<file path="config.mk">
export PLATFORM = sky130hd
export DESIGN_NAME = merkle_path_direction_top
export DESIGN_NICKNAME = d
export VERILOG_FILES = /design/src/rtl/mpd_pkg.sv /design/src/rtl/mpd_cell.sv /design/src/rtl/mpd_scan.sv /design/src/rtl/merkle_path_direction_top.sv
export VERILOG_INCLUDE_DIRS = /design/src /design/src/rtl
export SDC_FILE = /design/constraint.sdc
export NUM_CORES = 1
export LEC_CHECK = 0
export BUFFER_PORTS_ARGS = -buffer_cell sky130_fd_sc_hd__buf_2
export CAP_MARGIN = 20
export CORE_AREA = 2 2 123 125
export DETAILED_ROUTE_END_ITERATION = 16
export DIE_AREA = 0 0 125 127
export PLACE_DENSITY = 0.45
export SLEW_MARGIN = 30
export SYNTH_ARGS = -nofsm -noshare
export SYNTH_HDL_FRONTEND = slang
export SYNTH_SLANG_ARGS = --single-unit
</file>
<file path="constraint.sdc">
create_clock -name clk -period 7.12 [get_ports clk]
set_input_delay 0 -clock clk [delete_from_list [all_inputs] [get_ports clk]]
set_output_delay 0 -clock clk [all_outputs]
set_load 0.05 [all_outputs]
</file>
<file path="src/rtl/assert_macros.svh">
// ----------------------------------------------------------------------------
// Assertion macros shared by the RTL files
// Concurrent checks sampled on clk and disabled while rst is high.
// ----------------------------------------------------------------------------
`ifndef ASSERT_MACROS_SVH
`define ASSERT_MACROS_SVH

// Implication checked on every rising clock edge outside reset.
`define ASSERT_CLK(label, prop, msg) \
  label: assert property (@(posedge clk) disable iff (rst) prop) else $error(msg);

// Condition that must hold in the cycle after a trigger.
`define ASSERT_NEXT(label, trig, cond, msg) \
  label: assert property (@(posedge clk) disable iff (rst) (trig) |=> (cond)) else $error(msg);

`endif

</file>
<file path="src/rtl/mpd_pkg.sv">
// ----------------------------------------------------------------------------
// mpd_pkg
// Types and constants shared by the Merkle path direction block.
// ----------------------------------------------------------------------------
package mpd_pkg;

  // Width of the level field.
  localparam int LEVEL_W = 6;
  // Width used to compare the step count with the requested level.
  localparam int CMP_W = 7;

  // One bit position of the walk: last leaf index (size - 1) and leaf index.
  typedef struct packed {
    logic m;
    logic i;
  } mpd_bits_t;

  // Control of the shift chain.
  typedef struct packed {
    logic load;
    logic shift;
  } mpd_cell_ctrl_t;

  // Control of the scan unit at the head of the chain.
  typedef struct packed {
    logic init;
    logic run;
  } mpd_scan_ctrl_t;

  // Outcome of one transaction.
  typedef struct packed {
    logic found;
    logic goes_right;
  } mpd_result_t;

endpackage

</file>
<file path="src/rtl/mpd_cell.sv">
// ----------------------------------------------------------------------------
// mpd_cell
// One bit position of the shift chain; passes its bits toward the head.
// ----------------------------------------------------------------------------
module mpd_cell
  import mpd_pkg::*;
(
  input  logic           clk,
  input  mpd_cell_ctrl_t ctrl,
  input  mpd_bits_t      load_bits,
  input  mpd_bits_t      prev_bits,
  output mpd_bits_t      bits
);

  always_ff @(posedge clk) begin
    if (ctrl.load) begin
      bits <= load_bits;
    end else if (ctrl.shift) begin
      bits <= prev_bits;
    end
  end

endmodule

</file>
<file path="src/rtl/mpd_scan.sv">
// ----------------------------------------------------------------------------
// mpd_scan
// Walks the tree one bit position per cycle, most significant bit first.
// ----------------------------------------------------------------------------
module mpd_scan
  import mpd_pkg::*;
#(
  parameter int COUNT_BITS = 32
) (
  input  logic               clk,
  input  logic               rst,
  input  mpd_scan_ctrl_t     ctrl,
  input  logic [LEVEL_W-1:0] level_in,
  input  logic               small_in,
  input  mpd_bits_t          head,
  output mpd_result_t        result
);

  localparam int STEP_W = $clog2(COUNT_BITS + 1);

  logic [STEP_W-1:0]  step_cnt;
  logic [LEVEL_W-1:0] want;
  logic               tiny;
  logic               all_ones;
  logic               eq;
  logic               gt;
  logic               hit;
  logic               dir;

  logic step;
  logic hit_now;

  // A tree level is split at this position when the left subtree was taken
  // above, or when the remaining last index has this bit set.
  always_comb begin
    step    = all_ones | head.m;
    hit_now = step & ~hit & (CMP_W'(step_cnt) == CMP_W'(want));
  end

  always_ff @(posedge clk) begin
    if (rst) begin
      step_cnt <= '0;
      all_ones <= 1'b0;
      eq       <= 1'b1;
      gt       <= 1'b0;
      hit      <= 1'b0;
      tiny     <= 1'b1;
    end else if (ctrl.init) begin
      step_cnt <= '0;
      all_ones <= 1'b0;
      eq       <= 1'b1;
      gt       <= 1'b0;
      hit      <= 1'b0;
      tiny     <= small_in;
    end else if (ctrl.run) begin
      if (step) begin
        step_cnt <= step_cnt + STEP_W'(1);
        all_ones <= all_ones | ~head.i;
      end
      if (hit_now) begin
        hit <= 1'b1;
      end
      // Serial check that the leaf index does not exceed the last index.
      if (eq && (head.i != head.m)) begin
        eq <= 1'b0;
        gt <= head.i;
      end
    end
  end

  always_ff @(posedge clk) begin
    if (ctrl.init) begin
      want <= level_in;
      dir  <= 1'b0;
    end else if (ctrl.run && hit_now) begin
      dir <= head.i;
    end
  end

  always_comb begin
    result.found      = hit & ~gt & ~tiny;
    result.goes_right = hit & ~gt & ~tiny & dir;
  end

endmodule

</file>
<file path="src/rtl/merkle_path_direction_top.sv">
// A transaction is accepted at an edge where start is high and busy is low;
// busy is high for the walk, and the result strobe follows the walk's end.
// A new transaction is taken only once the walk of the last one is over, at
// the earliest in its strobe cycle; the bit chain is shifted past the scan unit one position per cycle during the walk.
// Reset: rst is synchronous and active high; it returns the block to idle.
// The receiver cannot stall: each result shows for exactly one cycle.
// ----------------------------------------------------------------------------
// merkle_path_direction_top
// Direction of a leaf's path at one level of an unbalanced Merkle tree.
// ----------------------------------------------------------------------------
`include "assert_macros.svh"

module merkle_path_direction_top
  import mpd_pkg::*;
#(
  parameter int COUNT_BITS = 32
) (
  input  logic               clk,
  input  logic               rst,
  input  logic               start,
  output logic               busy,
  input  logic [31:0]        tree_size,
  input  logic [31:0]        leaf_index,
  input  logic [LEVEL_W-1:0] level,
  output logic               strobe,
  output logic               found,
  output logic               goes_right
);

  // The tree is walked by looking at the last leaf index m = size - 1 and
  // at the leaf index, most significant bit first. The split point of a
  // node is the top set bit of m. Going right clears that bit in both
  // values; going left leaves a full power-of-two subtree, so every lower
  // position is then a split. The direction at a split is the index bit.

  localparam int CNT_W = (COUNT_BITS > 1) ? $clog2(COUNT_BITS) : 1;
  localparam logic [CNT_W-1:0] LAST = CNT_W'(COUNT_BITS - 1);

  localparam logic [1:0] S_IDLE = 2'd0;
  localparam logic [1:0] S_RUN  = 2'd1;
  localparam logic [1:0] S_DONE = 2'd2;

  logic [1:0]       state;
  logic [1:0]       state_next;
  logic [CNT_W-1:0] cnt;

  logic                  accept;
  logic [COUNT_BITS-1:0] size_cw;
  logic [COUNT_BITS-1:0] idx_cw;
  logic [COUNT_BITS-1:0] last_cw;
  logic                  small_size;

  mpd_cell_ctrl_t cell_ctrl;
  mpd_scan_ctrl_t scan_ctrl;
  mpd_bits_t      chain [COUNT_BITS];
  mpd_bits_t      load_vec [COUNT_BITS];
  mpd_result_t    result;

  assign accept = start & ~busy;

  // Both counts are reduced to the datapath width before the walk.
  always_comb begin
    size_cw    = COUNT_BITS'(tree_size);
    idx_cw     = COUNT_BITS'(leaf_index);
    last_cw    = size_cw - COUNT_BITS'(1);
    small_size = (size_cw <= COUNT_BITS'(1));
  end

  // Sequencer: idle, a walk over every bit position, then the result strobe state.
  always_comb begin
    state_next = state;
    unique case (state)
      S_IDLE: begin
        if (start) state_next = S_RUN;
      end
      S_RUN: begin
        if (cnt == LAST) state_next = S_DONE;
      end
      S_DONE: begin
        state_next = start ? S_RUN : S_IDLE;
      end
      default: state_next = S_IDLE;
    endcase
  end

  always_ff @(posedge clk) begin
    if (rst) begin
      state <= S_IDLE;
      cnt   <= '0;
    end else begin
      state <= state_next;
      if (accept) begin
        cnt <= '0;
      end else if (state == S_RUN) begin
        cnt <= cnt + CNT_W'(1);
      end
    end
  end

  assign busy   = (state == S_RUN);
  assign strobe = (state == S_DONE);

  always_comb begin
    cell_ctrl.load  = accept;
    cell_ctrl.shift = busy;
    scan_ctrl.init  = accept;
    scan_ctrl.run   = busy;
  end

  // Chain of bit cells; cell COUNT_BITS-1 is the head seen by the scan unit.
  for (genvar g = 0; g < COUNT_BITS; g++) begin : g_cell
    assign load_vec[g].m = last_cw[g];
    assign load_vec[g].i = idx_cw[g];

    if (g == 0) begin : g_tail
      mpd_cell u_cell (
        .clk       (clk),
        .ctrl      (cell_ctrl),
        .load_bits (load_vec[g]),
        .prev_bits ('0),
        .bits      (chain[g])
      );
    end else begin : g_body
      mpd_cell u_cell (
        .clk       (clk),
        .ctrl      (cell_ctrl),
        .load_bits (load_vec[g]),
        .prev_bits (chain[g-1]),
        .bits      (chain[g])
      );
    end
  end

  mpd_scan #(
    .COUNT_BITS (COUNT_BITS)
  ) u_scan (
    .clk      (clk),
    .rst      (rst),
    .ctrl     (scan_ctrl),
    .level_in (level),
    .small_in (small_size),
    .head     (chain[COUNT_BITS-1]),
    .result   (result)
  );

  // Result ports carry data only during the strobe cycle.
  assign found      = strobe & result.found;
  assign goes_right = strobe & result.goes_right;

  `ASSERT_NEXT(a_accept_runs, accept, busy, "accepted transaction did not start the walk")
  `ASSERT_NEXT(a_last_done, busy && (cnt == LAST), strobe, "walk end gave no result strobe")
  `ASSERT_CLK(a_strobe_after_walk, strobe |-> $past(busy), "result strobe without a walk")
  `ASSERT_CLK(a_right_needs_found, goes_right |-> found, "direction reported without a hit")

endmodule

</file>
==> flow_summary_export.csv <==
group,metric,value,unit
status,status,"complete, no violations",
timing,hold_violations,0,
timing,maxSlewViolCount,0,
final_layout,fin_area,5560,um2
drt,drtIter0Drc,236,
die,io_pins,77,
clock_tree,ctsResizeCount,0,
power,leakagePower,2.233,nW
timing,tightest_slew,0.8446,ns
clock_tree,clk_latency,0.34,ns
place,placed_area,4867,um2
global_routing,grt_pass1_wl,16800,um
die,start_util,29.86,%
clock_tree,clkTransAtPathRegs,0.06,ns
global_routing,overflow,0,
setup_path,rrSetupSlack,4.41,ns
place,numPortBuffers,76,
setup_path,crit_slowest_cell,"buf_4",
setup_path,path_buf_inv,3,
die,rows,44,
setup_path,r2r_start,"state[1]$_SDFFE_PP0P_",
drt,num_vias,3388,
setup_path,critical_path.endpoint_type,"register",
clock_tree,cts-htree-levels,3,
final_layout,layout_commonest_cell,"nand2_1",
setup_path,path_depth,7,
global_routing,grt.total_usage,13.29,%
final_layout,most-common-layout-cells,"nand2_1, buf_2, edfxtp_1, dlygate4sd3_1, nor2_1",
timing,min_period,2.706,ns
logic_synthesis,avgSynthCellArea,9.810,um2
setup_path,r2r_cells,7,
timing,fmax,369.5,MHz
logic_synthesis,netlist-cell-type-count,37,
logic_synthesis,async_flop_share,0,%
setup_path,crit_family,"buffers and inverters",
timing,max_slew_margin,43.69,%
clock_tree,cts_buffers,9,
place,place.gp.congestion,0.7106,
die,die_h,127,um
flow_run,drv_cap,0,
setup_path,cp-start-kind,"register",
logic_synthesis,synth_edf_count,70,
setup_path,critPathCapture,"g_cell[27].g_body.u_cell.bits[1]$_DFFE_PP_",
logic_synthesis,ys_seq_elements,89,
drt,post_drt_wl_per_cell,13.59,um
logic_synthesis,syn_area,4307,um2
drt,wirelength,10060,um
logic_synthesis,synthCells,439,
logic_synthesis,yosysSeqAreaShare,57.64,%
hold_path,min_path_type,"in2reg",
drt,viasPerCell,4.578,
final_layout,fin_nets,629,
drt,drc,0,
global_routing,first_global_vias,3442,
final_layout,drive_gt1_share,18.17,%
timing,final.setup.tns,0,ns
timing,finClkSkew,0.004531,ns
timing,fin_crit_sh,38.01,%
die,dieWidth,125,um
setup_path,worst_r2r_endpoint,"g_cell[27].g_body.u_cell.bits[1]$_DFFE_PP_",
setup_path,path_max_fanout,88,
clock_tree,cts_setup_buffers,0,
setup_path,critical_path.cell_chain,"nand2b_1, nand2_2, buf_4, clkinv_1, buf_4, o311ai_0, nand3_1",
setup_path,criticalPathCategory,"reg2reg",
clock_tree,cts-root-buf,"clkbuf_16",
clock_tree,cts.sinks,89,
final_layout,syn_to_final_growth,29.11,%
setup_path,cpMostUsedCell,"buf_4",
logic_synthesis,synthesis.nets,517,
logic_synthesis,synth_warnings,0,
place,hpwl,6604,um
setup_path,worstPathArrival,2.79,ns
setup_path,crit_required,7.20,ns
die,core-area,14420,um2
logic_synthesis,ys_top_cells_by_area,"edfxtp_1, nand2_1, dfxtp_1",
power,power.density,225.8,nW/um2
global_routing,grt_max_degree,89,
logic_synthesis,ys.flop_type,"edfxtp_1",
drt,drt.antenna.violating_nets,0,
global_routing,antenna_found_initial,0,
logic_synthesis,synth.top_cell.area_share,48.81,%
clock_tree,clockBufferDepth,2,
die,die_area,15880,um2
timing,setup_violations,0,
power,peakVddDrop,0.1136,mV
clock_tree,cts_tree,"done",
setup_path,startpoint,"state[1]$_SDFFE_PP0P_",
timing,hold_ws,0.01924,ns
timing,rsz0062_at_grt,"no",
drt,drtPass1Iterations,4,
logic_synthesis,synth_top_area_cell,"edfxtp_1",
final_layout,diodes,0,
clock_tree,ctsHoldBuffers,41,
setup_path,cp_slowest_stage_delay,0.65,ns
==> synthesized netlist by cell type (all sizes together) (6+ instances only) <==
library cell,instances
a21oi,7
a31oi,6
clkbuf,17
dfxtp,19
edfxtp,70
inv,7
nand2,136
nand3,6
nor2,31
nor3,8
nor4,14
o21ai,32
or3,6
xnor2,21
xor2,18
==> routing by layer <==
metal | vias up | share of wire, % | global-route usage (%)
met2 | 66 | 46 | 21.45
met1 | 1556 | 48 | 17.40
li1 | 1750 | - | -
met4 | 0 | 2.3 | 6.078
met5 | - | 0 | 0
met3 | 16 | 3.5 | 2.554
==> report_power, final <==
part	leakage, nW	switching, mW	internal (mW)
registers	0.864	0.0175	0.630
logic	1.23	0.0882	0.0652
clock network	0.141	0.186	0.268
total	2.23	0.292	0.964
==> kinds of logic (layout without fill, tap and decap cells) <==
group | count (synthesis) | in the layout | synth area share [%]
DFF | 89 | 89 | 57.64
and+or+nand+nor | 228 | 228 | 23.85
muxes | 1 | 1 | 0.2324
AOI/OAI and AO/OA | 49 | 49 | 6.217
xor gates and xnor gates | 39 | 39 | 7.931
adders and majority gates | 5 | 5 | 1.453
buffers and inverters | 28 | 145 | 2.673
==> flip-flops by register name, summed over array words and instances (netlist names) <==
| signal | count |
|---|---|
| u_scan.tiny | 1 |
| u_scan.want | 6 |
| u_scan.eq | 1 |
| u_scan.hit | 1 |
| u_scan.step_cnt | 6 |
| g_cell.g_body.u_cell.bits | 62 |
| state | 2 |
| g_cell.g_tail.u_cell.bits | 2 |
| cnt | 5 |
| u_scan.all_ones | 1 |
| u_scan.gt | 1 |
| u_scan.dir | 1 |
==> cell type report <==
| cell class | count | area, um2 |
|---|---|---|
| fillers | 1475 | 8864 |
| flip-flops and latches | 89 | 2482 |
| multi-input cells | 322 | 1714 |
| repair buffers | 121 | 820.8 |
| clock buffers | 16 | 282.8 |
| well taps | 184 | 230.2 |
| inverters | 8 | 30.03 |
==> how the worst min path moves through the flow <==
stage	from	end	slack, ns	depth (start not counted)
6_report	leaf_index[0]	g_cell[0].g_tail.u_cell.bits[0]$_SDFFCE_PN0P_	0.02	2
5_1_grt	leaf_index[0]	g_cell[0].g_tail.u_cell.bits[0]$_SDFFCE_PN0P_	0.03	2
4_1_cts	leaf_index[0]	g_cell[0].g_tail.u_cell.bits[0]$_SDFFCE_PN0P_	0.03	2
3_5_place_dp	level[0]	u_scan.want[0]$_DFFE_PP_	0.19	1
3_3_place_gp	level[4]	u_scan.want[4]$_DFFE_PP_	0.19	1
2_1_floorplan	rst	state[0]$_SDFFE_PP0P_	0.07	1
==> per-stage QoR <==
step                      util [%]  setup WS [ns]  total power, mW  instances
after floorplan                  -          3.738           0.7400        439
after global placement       33.74          4.378           0.7934        683
after detailed placement     33.74          4.368           0.7978        683
after CTS                    38.55          4.362            1.273        740
after global routing         38.55          3.991            1.324        740
final                        38.55          4.414            1.255        740
==> worst register-to-register path, cell delays in order (launching register included) <==
cell and delay (ns):
dfxtp_1 0.30, nand2b_1 0.33, nand2_2 0.15, buf_4 0.65
clkinv_1 0.39, buf_4 0.37, o311ai_0 0.15, nand3_1 0.11
(Power assumes the default switching activity.)
